`config.mk`:
```
export PLATFORM = sky130hd
export DESIGN_NAME = periodic_and_timeout_timer_bank
export DESIGN_NICKNAME = d
export VERILOG_FILES = /design/src/ptbank_pkg.sv /design/src/ptbank_cell.sv /design/src/periodic_and_timeout_timer_bank.sv
export VERILOG_INCLUDE_DIRS = /design/src /design/src/src
export SDC_FILE = /design/constraint.sdc
export NUM_CORES = 2
export LEC_CHECK = 0
export BUFFER_PORTS_ARGS = -buffer_cell sky130_fd_sc_hd__buf_2
export CELL_PAD_IN_SITES_DETAIL_PLACEMENT = 1
export CELL_PAD_IN_SITES_GLOBAL_PLACEMENT = 1
export CORE_ASPECT_RATIO = 2
export CORE_MARGIN = 2
export CORE_UTILIZATION = 50
export CTS_CLUSTER_SIZE = 40
export DETAILED_ROUTE_END_ITERATION = 7
export HOLD_SLACK_MARGIN = 0.15
export PLACE_DENSITY = 0.81
export SYNTH_ARGS = -nofsm -noshare
export SYNTH_HDL_FRONTEND = slang
export SYNTH_HIERARCHICAL = 1
export SYNTH_SLANG_ARGS = --single-unit
```
`constraint.sdc`:
```
create_clock -name clk -period 12 [get_ports clk]
set_clock_uncertainty 0.15 [all_clocks]
set_input_delay 2.4 -clock clk [delete_from_list [all_inputs] [get_ports clk]]
set_output_delay 2.4 -clock clk [all_outputs]
set_load 0.02 [all_outputs]
```
`src/assert_macros.svh`:
```
// ----------------------------------------------------------------------------
// assertion macros
// concurrent checks that compile away when SYNTHESIS is defined
// ----------------------------------------------------------------------------
`ifndef ASSERT_MACROS_SVH
`define ASSERT_MACROS_SVH

`ifndef SYNTHESIS

`define ASSERT_IMPLIES(label, clk, rst, ante, cons) \
  label: assert property (@(posedge clk) disable iff (rst) (ante) |-> (cons)) \
    else $error("assertion failed: same-cycle implication");

`define ASSERT_NEXT(label, clk, rst, ante, cons) \
  label: assert property (@(posedge clk) disable iff (rst) (ante) |=> (cons)) \
    else $error("assertion failed: next-cycle implication");

`else

`define ASSERT_IMPLIES(label, clk, rst, ante, cons)

`define ASSERT_NEXT(label, clk, rst, ante, cons)

`endif

`endif

```
`src/ptbank_pkg.sv`:
```
// ----------------------------------------------------------------------------
// ptbank_pkg
// types and command codes shared by the timer bank cells and top level
// ----------------------------------------------------------------------------
`default_nettype none

package ptbank_pkg;

  localparam int CMD_W  = 3;
  localparam int CHAN_W = 3;
  localparam int LOAD_W = 16;
  localparam int CFG_W  = 4;

  localparam logic [CMD_W-1:0] CMD_TICK         = 3'd0;
  localparam logic [CMD_W-1:0] CMD_START_PERIOD = 3'd1;
  localparam logic [CMD_W-1:0] CMD_STOP_PERIOD  = 3'd2;
  localparam logic [CMD_W-1:0] CMD_CLEAR_FLAG   = 3'd3;
  localparam logic [CMD_W-1:0] CMD_START_TMO    = 3'd4;
  localparam logic [CMD_W-1:0] CMD_STOP_TMO     = 3'd5;
  localparam logic [CMD_W-1:0] CMD_QUERY        = 3'd6;

  localparam logic REG_PERIODS_IN_USE  = 1'b0;
  localparam logic REG_TIMEOUTS_IN_USE = 1'b1;

  localparam logic [CFG_W-1:0] IN_USE_RESET = 4'd8;

  typedef struct packed {
    logic [CMD_W-1:0]  command;
    logic [CHAN_W-1:0] channel;
    logic [LOAD_W-1:0] load_value;
  } cmd_t;

  typedef struct packed {
    logic accepted;
    logic period_flag;
    logic timeout_expired;
  } rsp_t;

  // one command traveling down the cell row with its partial result
  typedef struct packed {
    cmd_t item;
    logic p_ok;
    logic t_ok;
    rsp_t res;
  } beat_t;

endpackage

`default_nettype wire

```
`src/ptbank_cell.sv`:
```
// ----------------------------------------------------------------------------
// ptbank_cell
// one periodic timer and one timeout, applies each passing beat and hands
// it on to the next cell
// ----------------------------------------------------------------------------
`default_nettype none

module ptbank_cell #(
  parameter int  INDEX       = 0,
  parameter bit  HAS_PERIOD  = 1'b1,
  parameter bit  HAS_TIMEOUT = 1'b1,
  parameter int  COUNT_WIDTH = 16
) (
  input  wire logic                           clk,
  input  wire logic                           rst,
  input  wire logic                           advance,
  input  wire logic [ptbank_pkg::CFG_W-1:0]   periods_in_use,
  input  wire logic [ptbank_pkg::CFG_W-1:0]   timeouts_in_use,
  input  wire logic                           beat_in_valid,
  input  wire ptbank_pkg::beat_t              beat_in,
  output logic                                beat_out_valid,
  output ptbank_pkg::beat_t                   beat_out
);
  import ptbank_pkg::*;

  logic                   active, active_next;
  logic                   done, done_next;
  logic [COUNT_WIDTH-1:0] reload, reload_next;
  logic [COUNT_WIDTH-1:0] count, count_next;
  logic [COUNT_WIDTH-1:0] tcount, tcount_next;
  logic [COUNT_WIDTH-1:0] count_dec;
  logic [COUNT_WIDTH-1:0] load;
  logic                   p_live;
  logic                   t_live;
  logic                   hit;
  logic                   p_sel;
  logic                   t_sel;
  beat_t                  beat_next;

  assign p_live    = HAS_PERIOD && (INDEX < int'(periods_in_use));
  assign t_live    = HAS_TIMEOUT && (INDEX < int'(timeouts_in_use));
  assign hit       = (INDEX == int'(beat_in.item.channel));
  assign p_sel     = hit && beat_in.p_ok;
  assign t_sel     = hit && beat_in.t_ok;
  assign load      = COUNT_WIDTH'(beat_in.item.load_value);
  assign count_dec = count - COUNT_WIDTH'(1);

  always_comb begin
    active_next = active;
    done_next   = done;
    reload_next = reload;
    count_next  = count;
    tcount_next = tcount;
    beat_next   = beat_in;
    case (beat_in.item.command)
      CMD_TICK: begin
        if (p_live && active) begin
          if (count_dec == '0) begin
            done_next  = 1'b1;
            count_next = reload;
          end else begin
            count_next = count_dec;
          end
        end
        if (t_live && (tcount != '0)) begin
          tcount_next = tcount - COUNT_WIDTH'(1);
        end
      end
      CMD_START_PERIOD: begin
        if (p_sel) begin
          active_next = 1'b1;
          done_next   = 1'b0;
          reload_next = load;
          count_next  = load;
        end
      end
      CMD_STOP_PERIOD: begin
        if (p_sel) begin
          active_next = 1'b0;
        end
      end
      CMD_CLEAR_FLAG: begin
        if (p_sel) begin
          done_next = 1'b0;
        end
      end
      CMD_START_TMO: begin
        if (t_sel) begin
          tcount_next = load;
        end
      end
      CMD_STOP_TMO: begin
        if (t_sel) begin
          tcount_next = '0;
        end
      end
      default: begin
      end
    endcase
    if (hit) begin
      beat_next.res.period_flag     = beat_in.p_ok && done_next;
      beat_next.res.timeout_expired = beat_in.t_ok && (tcount_next == '0);
    end
  end

  always_ff @(posedge clk) begin
    if (rst) begin
      active         <= 1'b0;
      done           <= 1'b0;
      reload         <= '0;
      count          <= '0;
      tcount         <= '0;
      beat_out_valid <= 1'b0;
    end else if (advance) begin
      beat_out_valid <= beat_in_valid;
      if (beat_in_valid) begin
        active <= active_next;
        done   <= done_next;
        reload <= reload_next;
        count  <= count_next;
        tcount <= tcount_next;
      end
    end
  end

  always_ff @(posedge clk) begin
    if (advance) begin
      beat_out <= beat_next;
    end
  end

endmodule

`default_nettype wire

```
`src/periodic_and_timeout_timer_bank.sv`:
```
// ----------------------------------------------------------------------------
// periodic_and_timeout_timer_bank
// cell row: max(PERIOD_CHANNELS, TIMEOUT_CHANNELS) cells, one register per cell
// throughput: one command per cycle while the response side takes its beats
// a stalled response holds the whole cell row in place
// reset: all counts, periods and flags zero, both in-use registers at 8
// ----------------------------------------------------------------------------
`default_nettype none
`include "assert_macros.svh"

module periodic_and_timeout_timer_bank #(
  parameter int PERIOD_CHANNELS  = 8,
  parameter int TIMEOUT_CHANNELS = 8,
  parameter int COUNT_WIDTH      = 16
) (
  input  wire logic                          clk,
  input  wire logic                          rst,
  input  wire logic                          cfg_we,
  input  wire logic                          cfg_addr,
  input  wire logic [ptbank_pkg::CFG_W-1:0]  cfg_wdata,
  input  wire logic                          cmd_valid,
  output logic                               cmd_ready,
  input  wire ptbank_pkg::cmd_t              cmd,
  output logic                               rsp_valid,
  input  wire logic                          rsp_ready,
  output ptbank_pkg::rsp_t                   rsp
);
  import ptbank_pkg::*;

  localparam int CELLS = (PERIOD_CHANNELS > TIMEOUT_CHANNELS) ?
                         PERIOD_CHANNELS : TIMEOUT_CHANNELS;

  logic [CFG_W-1:0] periods_in_use;
  logic [CFG_W-1:0] timeouts_in_use;
  logic             advance;
  logic             p_ok;
  logic             t_ok;
  logic             vld   [CELLS+1];
  beat_t            chain [CELLS+1];

  always_ff @(posedge clk) begin
    if (rst) begin
      periods_in_use  <= IN_USE_RESET;
      timeouts_in_use <= IN_USE_RESET;
    end else if (cfg_we) begin
      unique case (cfg_addr)
        REG_PERIODS_IN_USE:  periods_in_use  <= cfg_wdata;
        REG_TIMEOUTS_IN_USE: timeouts_in_use <= cfg_wdata;
        default: begin
        end
      endcase
    end
  end

  assign advance   = !vld[CELLS] || rsp_ready;
  assign cmd_ready = advance;

  assign p_ok = (int'(cmd.channel) < int'(periods_in_use)) &&
                (int'(cmd.channel) < PERIOD_CHANNELS);
  assign t_ok = (int'(cmd.channel) < int'(timeouts_in_use)) &&
                (int'(cmd.channel) < TIMEOUT_CHANNELS);

  always_comb begin
    chain[0]      = '0;
    chain[0].item = cmd;
    chain[0].p_ok = p_ok;
    chain[0].t_ok = t_ok;
    case (cmd.command) inside
      CMD_TICK, CMD_QUERY:                               chain[0].res.accepted = 1'b1;
      CMD_START_PERIOD, CMD_STOP_PERIOD, CMD_CLEAR_FLAG: chain[0].res.accepted = p_ok;
      CMD_START_TMO, CMD_STOP_TMO:                       chain[0].res.accepted = t_ok;
      default:                                           chain[0].res.accepted = 1'b0;
    endcase
  end

  assign vld[0] = cmd_valid;

  for (genvar k = 0; k < CELLS; k++) begin : g_cell
    ptbank_cell #(
      .INDEX       (k),
      .HAS_PERIOD  (k < PERIOD_CHANNELS),
      .HAS_TIMEOUT (k < TIMEOUT_CHANNELS),
      .COUNT_WIDTH (COUNT_WIDTH)
    ) u_cell (
      .clk             (clk),
      .rst             (rst),
      .advance         (advance),
      .periods_in_use  (periods_in_use),
      .timeouts_in_use (timeouts_in_use),
      .beat_in_valid   (vld[k]),
      .beat_in         (chain[k]),
      .beat_out_valid  (vld[k+1]),
      .beat_out        (chain[k+1])
    );
  end

  assign rsp_valid = vld[CELLS];
  assign rsp       = chain[CELLS].res;

  `ASSERT_NEXT(a_enter_row, clk, rst, cmd_valid && cmd_ready, vld[1])
  `ASSERT_IMPLIES(a_flag_in_range, clk, rst, rsp_valid && rsp.period_flag, chain[CELLS].p_ok)
  `ASSERT_IMPLIES(a_tmo_in_range, clk, rst, rsp_valid && rsp.timeout_expired, chain[CELLS].t_ok)
  `ASSERT_IMPLIES(a_tick_query_ok, clk, rst,
    rsp_valid && (chain[CELLS].item.command == CMD_TICK ||
    chain[CELLS].item.command == CMD_QUERY), rsp.accepted)

endmodule

`default_nettype wire

```
# [After elaboration in Yosys (flattened, before gate mapping)]
# Cells that the tools add are included.
[op_classes] n_addsub=16 multipliers=0 div=0 magnitude_cmp=18 eq_ne=72 shifts=0 mux=129 bitwise=1 reduce_logical=144
[ops] cell="$mux 16" n=48
[ops] cell="$pmux 16 s3" n=8
[ops] cell="$logic_not 16->1" n=16
[ops] cell="$pmux 16 s2" n=8
[ops] cell="$sub 16x1->16 const B" n=16
[ops] cell="$reduce_bool 16->1" n=8
[ops] cell="$reduce_and 5->1" n=16
[ops] cell="$eq 3x3->1 const B" n=17
[ops] cell="$eq 3x2->1 const B" n=16
[ops] cell="$logic_and 1x1->1" n=48
[ops] cell="$ne 2x1->1 const B" n=24
[ops] cell="$mux 1" n=42
[ops] cell="$lt 3x4->1 const A" n=8
[ops] cell="$pmux 1 s2" n=16
[ops] cell="$reduce_and 4->1" n=8
[ops] cell="$reduce_bool 2->1" n=16
[ops] cell="$logic_not 3->1" n=9
[ops] cell="$eq 3x1->1 const B" n=8
[ops] cell="$reduce_and 2->1" n=10
[ops] cell="$reduce_or 2->1" n=10
[ops] cell="$lt 1x4->1 const A" n=4
[ops] cell="$lt 2x4->1 const A" n=4
[ops] cell="$mux 2" n=7
[ops] cell="$eq 3x3->1 const A" n=4
[ops] cell="other kinds (7)" n=9
[totals] regBits=608 latchBits=0 ramBits=0 mem_bits_ro=0 inputBits=32 output_inout_bits=5 mem_count=0

# [Longest topological paths before layout]
[logic_depth] depth_word=7 mapped_depth=13 depth_no_buf=12

# [Modules after synthesis]
# Netlist, hierarchy kept.
[modules_own_cells] module="ptbank_cell (g_cell[6].u_cell)" instances=1 cells_each=492 area_each_um2=4430.5 seq_area_each_um2=1831.8
[modules_own_cells] module="ptbank_cell (g_cell[2].u_cell)" instances=1 cells_each=494 area_each_um2=4405.5 seq_area_each_um2=1831.8
[modules_own_cells] module="ptbank_cell (g_cell[4].u_cell)" instances=1 cells_each=506 area_each_um2=4282.9 seq_area_each_um2=1831.8
[modules_own_cells] module="ptbank_cell (g_cell[3].u_cell)" instances=1 cells_each=496 area_each_um2=4252.8 seq_area_each_um2=1831.8
[modules_own_cells] module="ptbank_cell (g_cell[0].u_cell)" instances=1 cells_each=489 area_each_um2=4191.5 seq_area_each_um2=1831.8
[modules_own_cells] module="ptbank_cell (g_cell[5].u_cell)" instances=1 cells_each=489 area_each_um2=4164.0 seq_area_each_um2=1831.8
[modules_own_cells] module="ptbank_cell (g_cell[7].u_cell)" instances=1 cells_each=486 area_each_um2=4113.9 seq_area_each_um2=1831.8
[modules_own_cells] module="ptbank_cell (g_cell[1].u_cell)" instances=1 cells_each=480 area_each_um2=4097.7 seq_area_each_um2=1831.8
[modules_own_cells] module="periodic_and_timeout_timer_bank" instances=1 cells_each=57 area_each_um2=446.7 seq_area_each_um2=160.2

# [Worst setup path before layout]
# Ideal clock, no wire load.
[synth_path] path_kind="input-to-output" startpoint="input rsp_ready" endpoint="output cmd_ready" arrival_ns=8.020 t_required_ns=9.450 path_slack_ns=1.430 cell_stages=1 n_path_buf=0 path_cell_list="nand2b_1"
[synth_via] elab_chain_cells=1
[synth_lines] item="start, declared" line_no="periodic_and_timeout_timer_bank.sv:25" rtl="input wire logic rsp_ready,"
[synth_lines] item="$logic_or 1x1->1" line_no="periodic_and_timeout_timer_bank.sv:55" rtl="assign advance = !vld[CELLS] || rsp_ready;"
[synth_lines] item="end, declared" line_no="periodic_and_timeout_timer_bank.sv:22" rtl="output logic cmd_ready,"
# No other way between the ends.

# [Final worst setup path]
# Ends and elaborated chain as after synthesis.

==> metrics.md <==
| Metric | Value |
|---|---|
| Mapped cell area | `~0.034 mm²` |
| Resized cells post-CTS | `0` |
| Status | `finished, final reports clean` |
| Syn avg cell area | `8.49 µm²` |
| Number of global-route vias before repair | `33100` |
| Port Buf Inserts | `36` |
| DP Wirelength | `86900 µm` |
| Max Slew Vio Count | `0` |
| Critical Path Start Type | `primary input` |
| CTS Hold Bufs | `0` |
| Wire length per cell | `about 25 µm` |
| Clk root buf | `clkbuf_16` |
| Type of the worst setup path | `in2out` |
| Max-cap violations | `0` |
| RSZ-0062 raised after global routing | `no` |
| Layout Nets | `around 3900` |
| Setup TNS | `0 ps` |
| Clock share of power | `42.0%` |
| Final setup fails | `0` |
| Total Routing Usage GR | `about a third` |
| Clock transition at the registers of the reported paths | `70 ps` |
| RD Place Congestion | `approximately 0.97` |
| Final ANT Viol Nets | `0` |
| Reg-to-Reg Start | `g_cell[7].u_cell/beat_out_valid$_SDFFE_PP0P_` |
| R2R setup slack | `7600 ps` |
| Drt pass-1 iters | `5` |
| Final hold vios | `0` |
| FF-to-FF End | `g_cell[2].u_cell/count[8]$_SDFFE_PP0P_` |
| Dpl ws | `5430 ps` |
| Cts bufs inserted | `58` |
| CTS tree | `built` |
| WP data required | `9450 ps` |
| Top achievable clock speed | `161 MHz` |
| Slew HR | `about a fifth` |
| Antenna violations before repair | `5` |
| P_leak | `12.4 nW` |
| Psw | `1.28 mW` |
| Initial Util | `approximately 50%` |
| Pin count of the biggest net entering global routing | `175` |
| Post-CTS Setup Inserts | `0` |
| Via count | `31700` |
| Drt via density | `6.61` |
| Crit-path max cell delay | `480 ps` |
| Initial drt markers | `1860` |
| Worst reg2reg path depth | `10` |
| Layout overhead on the synthesized area | `7.62%` |
| CP startpoint | `rsp_ready` |
| Critical path endpoint | `cmd_ready` |
| Fin crit period | `between 6000 and 7000 ps` |
| CP max stage cell | `buf_4` |
| Crit path DAT | `3670 ps` |
| CTS H-tree depth | `2` |
| CP cell instances | `buf_2 -> nand2b_4 -> buf_4 -> buf_2` |
| Share of layout cells above drive strength 1 | `between 8 and 9%` |
| Final worst setup slack | `5780 ps` |
| Buf/Inv on CP | `3` |
| Crit-path leading delay family | `buffers and inverters` |
| Site Rows | `~130` |
| Floorplan core area | `0.0667 mm²` |
| Grt ovf | `0` |
| Seq pwr share | `approximately half` |
| Num Clock Sinks | `608` |
| Worst-Margin Slew | `1210 ps` |
| Comb power frac | `8.8%` |
| Final worst path period share | `51.8%` |
| VDD IR max | `0.000119 V` |
| Clock Path Buffers | `3` |
| Sw Share | `27.5%` |
| Hold_ws | `271 ps` |
| Int Pwr | `roughly 3.4 mW` |
| Worst skew pair latency | `680 ps` |
| Mapped Cells | `3965` |
| Power Density | `roughly 130 mW/mm²` |
| Die Area | `between 0.06 and 0.07 mm²` |
| DIE HEIGHT | `371 µm` |
| Routed WL | `122000 µm` |
| Yosys synthesis warning count | `6` |
| CP Max Fanout | `34` |
| DIE WIDTH | `around 190 µm` |
| I/O pins | `37` |
| Cell count along the critical path | `4` |
| Post-route DRC | `0` |
| Worst Setup End Kind | `primary output` |
| HP Class | `reg2reg` |
| Most used cell, CP | `buf_2` |
| First-pass GRT wire length | `189000 µm` |
worst reg2reg max path, stage by stage (launching register included):
cell	delay [ps]
dfxtp_1	340
nand2b_4	350
buf_4	680
and2_1	840
nand2_1	180
a21oi_2	150
buf_4	360
and2_1	520
or3b_2	500
a21oi_2	130
a2111oi_2	60
layout by cell type, fill, tap and decap left out, types with 77 or more instances in the layout:
| master | instances |
|---|---|
| nand3_1 | 105 |
| o21ai_0 | 117 |
| a21oi_1 | 306 |
| nand2_1 | 524 |
| nor4_1 | 121 |
| edfxtp_1 | 192 |
| nor3_1 | 229 |
| dfxtp_1 | 416 |
| a211oi_1 | 130 |
| nor2_1 | 447 |
| inv_1 | 77 |
flip-flops by register name (all words and copies together), names as in the netlist:
signal and cells:
g_cell.u_cell/reload 128, periods_in_use 4, g_cell.u_cell/beat_out_valid 8, g_cell.u_cell/active 8, g_cell.u_cell/tcount 128, g_cell.u_cell/count 128
timeouts_in_use 4, g_cell.u_cell/done 8, g_cell.u_cell/beat_out 192
cell type report:
class | instances | area (µm²)
antenna | 3 | 7.51
clock buffer | 72 | 1580
clock inverter | 38 | 405
fill | 8029 | 30500
inverter | 77 | 289
multi-input combinational | 3033 | 18200
sequential | 608 | 14100
tap | 884 | 1110
timing repair buffer | 83 | 568
power groups by stage:
stage          logic, mW  registers (mW)  clock network [mW]
2_1_floorplan      0.291            2.26                   0
3_3_place_gp       0.392            2.33                   0
3_5_place_dp       0.398            2.33                   0
4_1_cts            0.401            2.28                1.98
5_1_grt            0.441            2.29                2.06
6_report           0.410            2.29                1.95
metrics by stage:
step | instance area (µm²) | power (mW) | instances | utilization (%)
6_report | 36200 | 4.65 | 4798 | 54.3
2_1_floorplan | 33700 | 2.55 | 3966 | -
5_1_grt | 36200 | 4.79 | 4795 | 54.3
3_3_place_gp | 34200 | 2.72 | 4685 | 51.3
3_5_place_dp | 34200 | 2.72 | 4685 | 51.3
4_1_cts | 36200 | 4.67 | 4795 | 54.3
worst min path at each step:
stage | end | cells after the start | slack [ps] | startpoint
after detailed placement | g_cell[1].u_cell/beat_out[2]$_DFFE_PP_ | 0 | 260 | g_cell[0].u_cell/beat_out[2]$_DFFE_PP_
after global routing | g_cell[5].u_cell/beat_out[2]$_DFFE_PP_ | 0 | 280 | g_cell[4].u_cell/beat_out[2]$_DFFE_PP_
final | g_cell[1].u_cell/beat_out[2]$_DFFE_PP_ | 0 | 270 | g_cell[0].u_cell/beat_out[2]$_DFFE_PP_
after CTS | g_cell[5].u_cell/beat_out[2]$_DFFE_PP_ | 0 | 270 | g_cell[4].u_cell/beat_out[2]$_DFFE_PP_
after global placement | g_cell[7].u_cell/beat_out[2]$_DFFE_PP_ | 0 | 250 | g_cell[6].u_cell/beat_out[2]$_DFFE_PP_
after floorplan | g_cell[1].u_cell/beat_out[2]$_DFFE_PP_ | 0 | 250 | g_cell[0].u_cell/beat_out[2]$_DFFE_PP_
per-layer routing:
layer / vias up / wire length (µm) / track usage (%)
met4: 0 / 10600 / 27.0
met3: 506 / 5160 / 4.34
met1: 15700 / 42200 / 34.3
li1: 14500 / - / -
met2: 1014 / 64200 / 64.9
met5: - / 0 / 0
(Power assumes the default switching activity.)
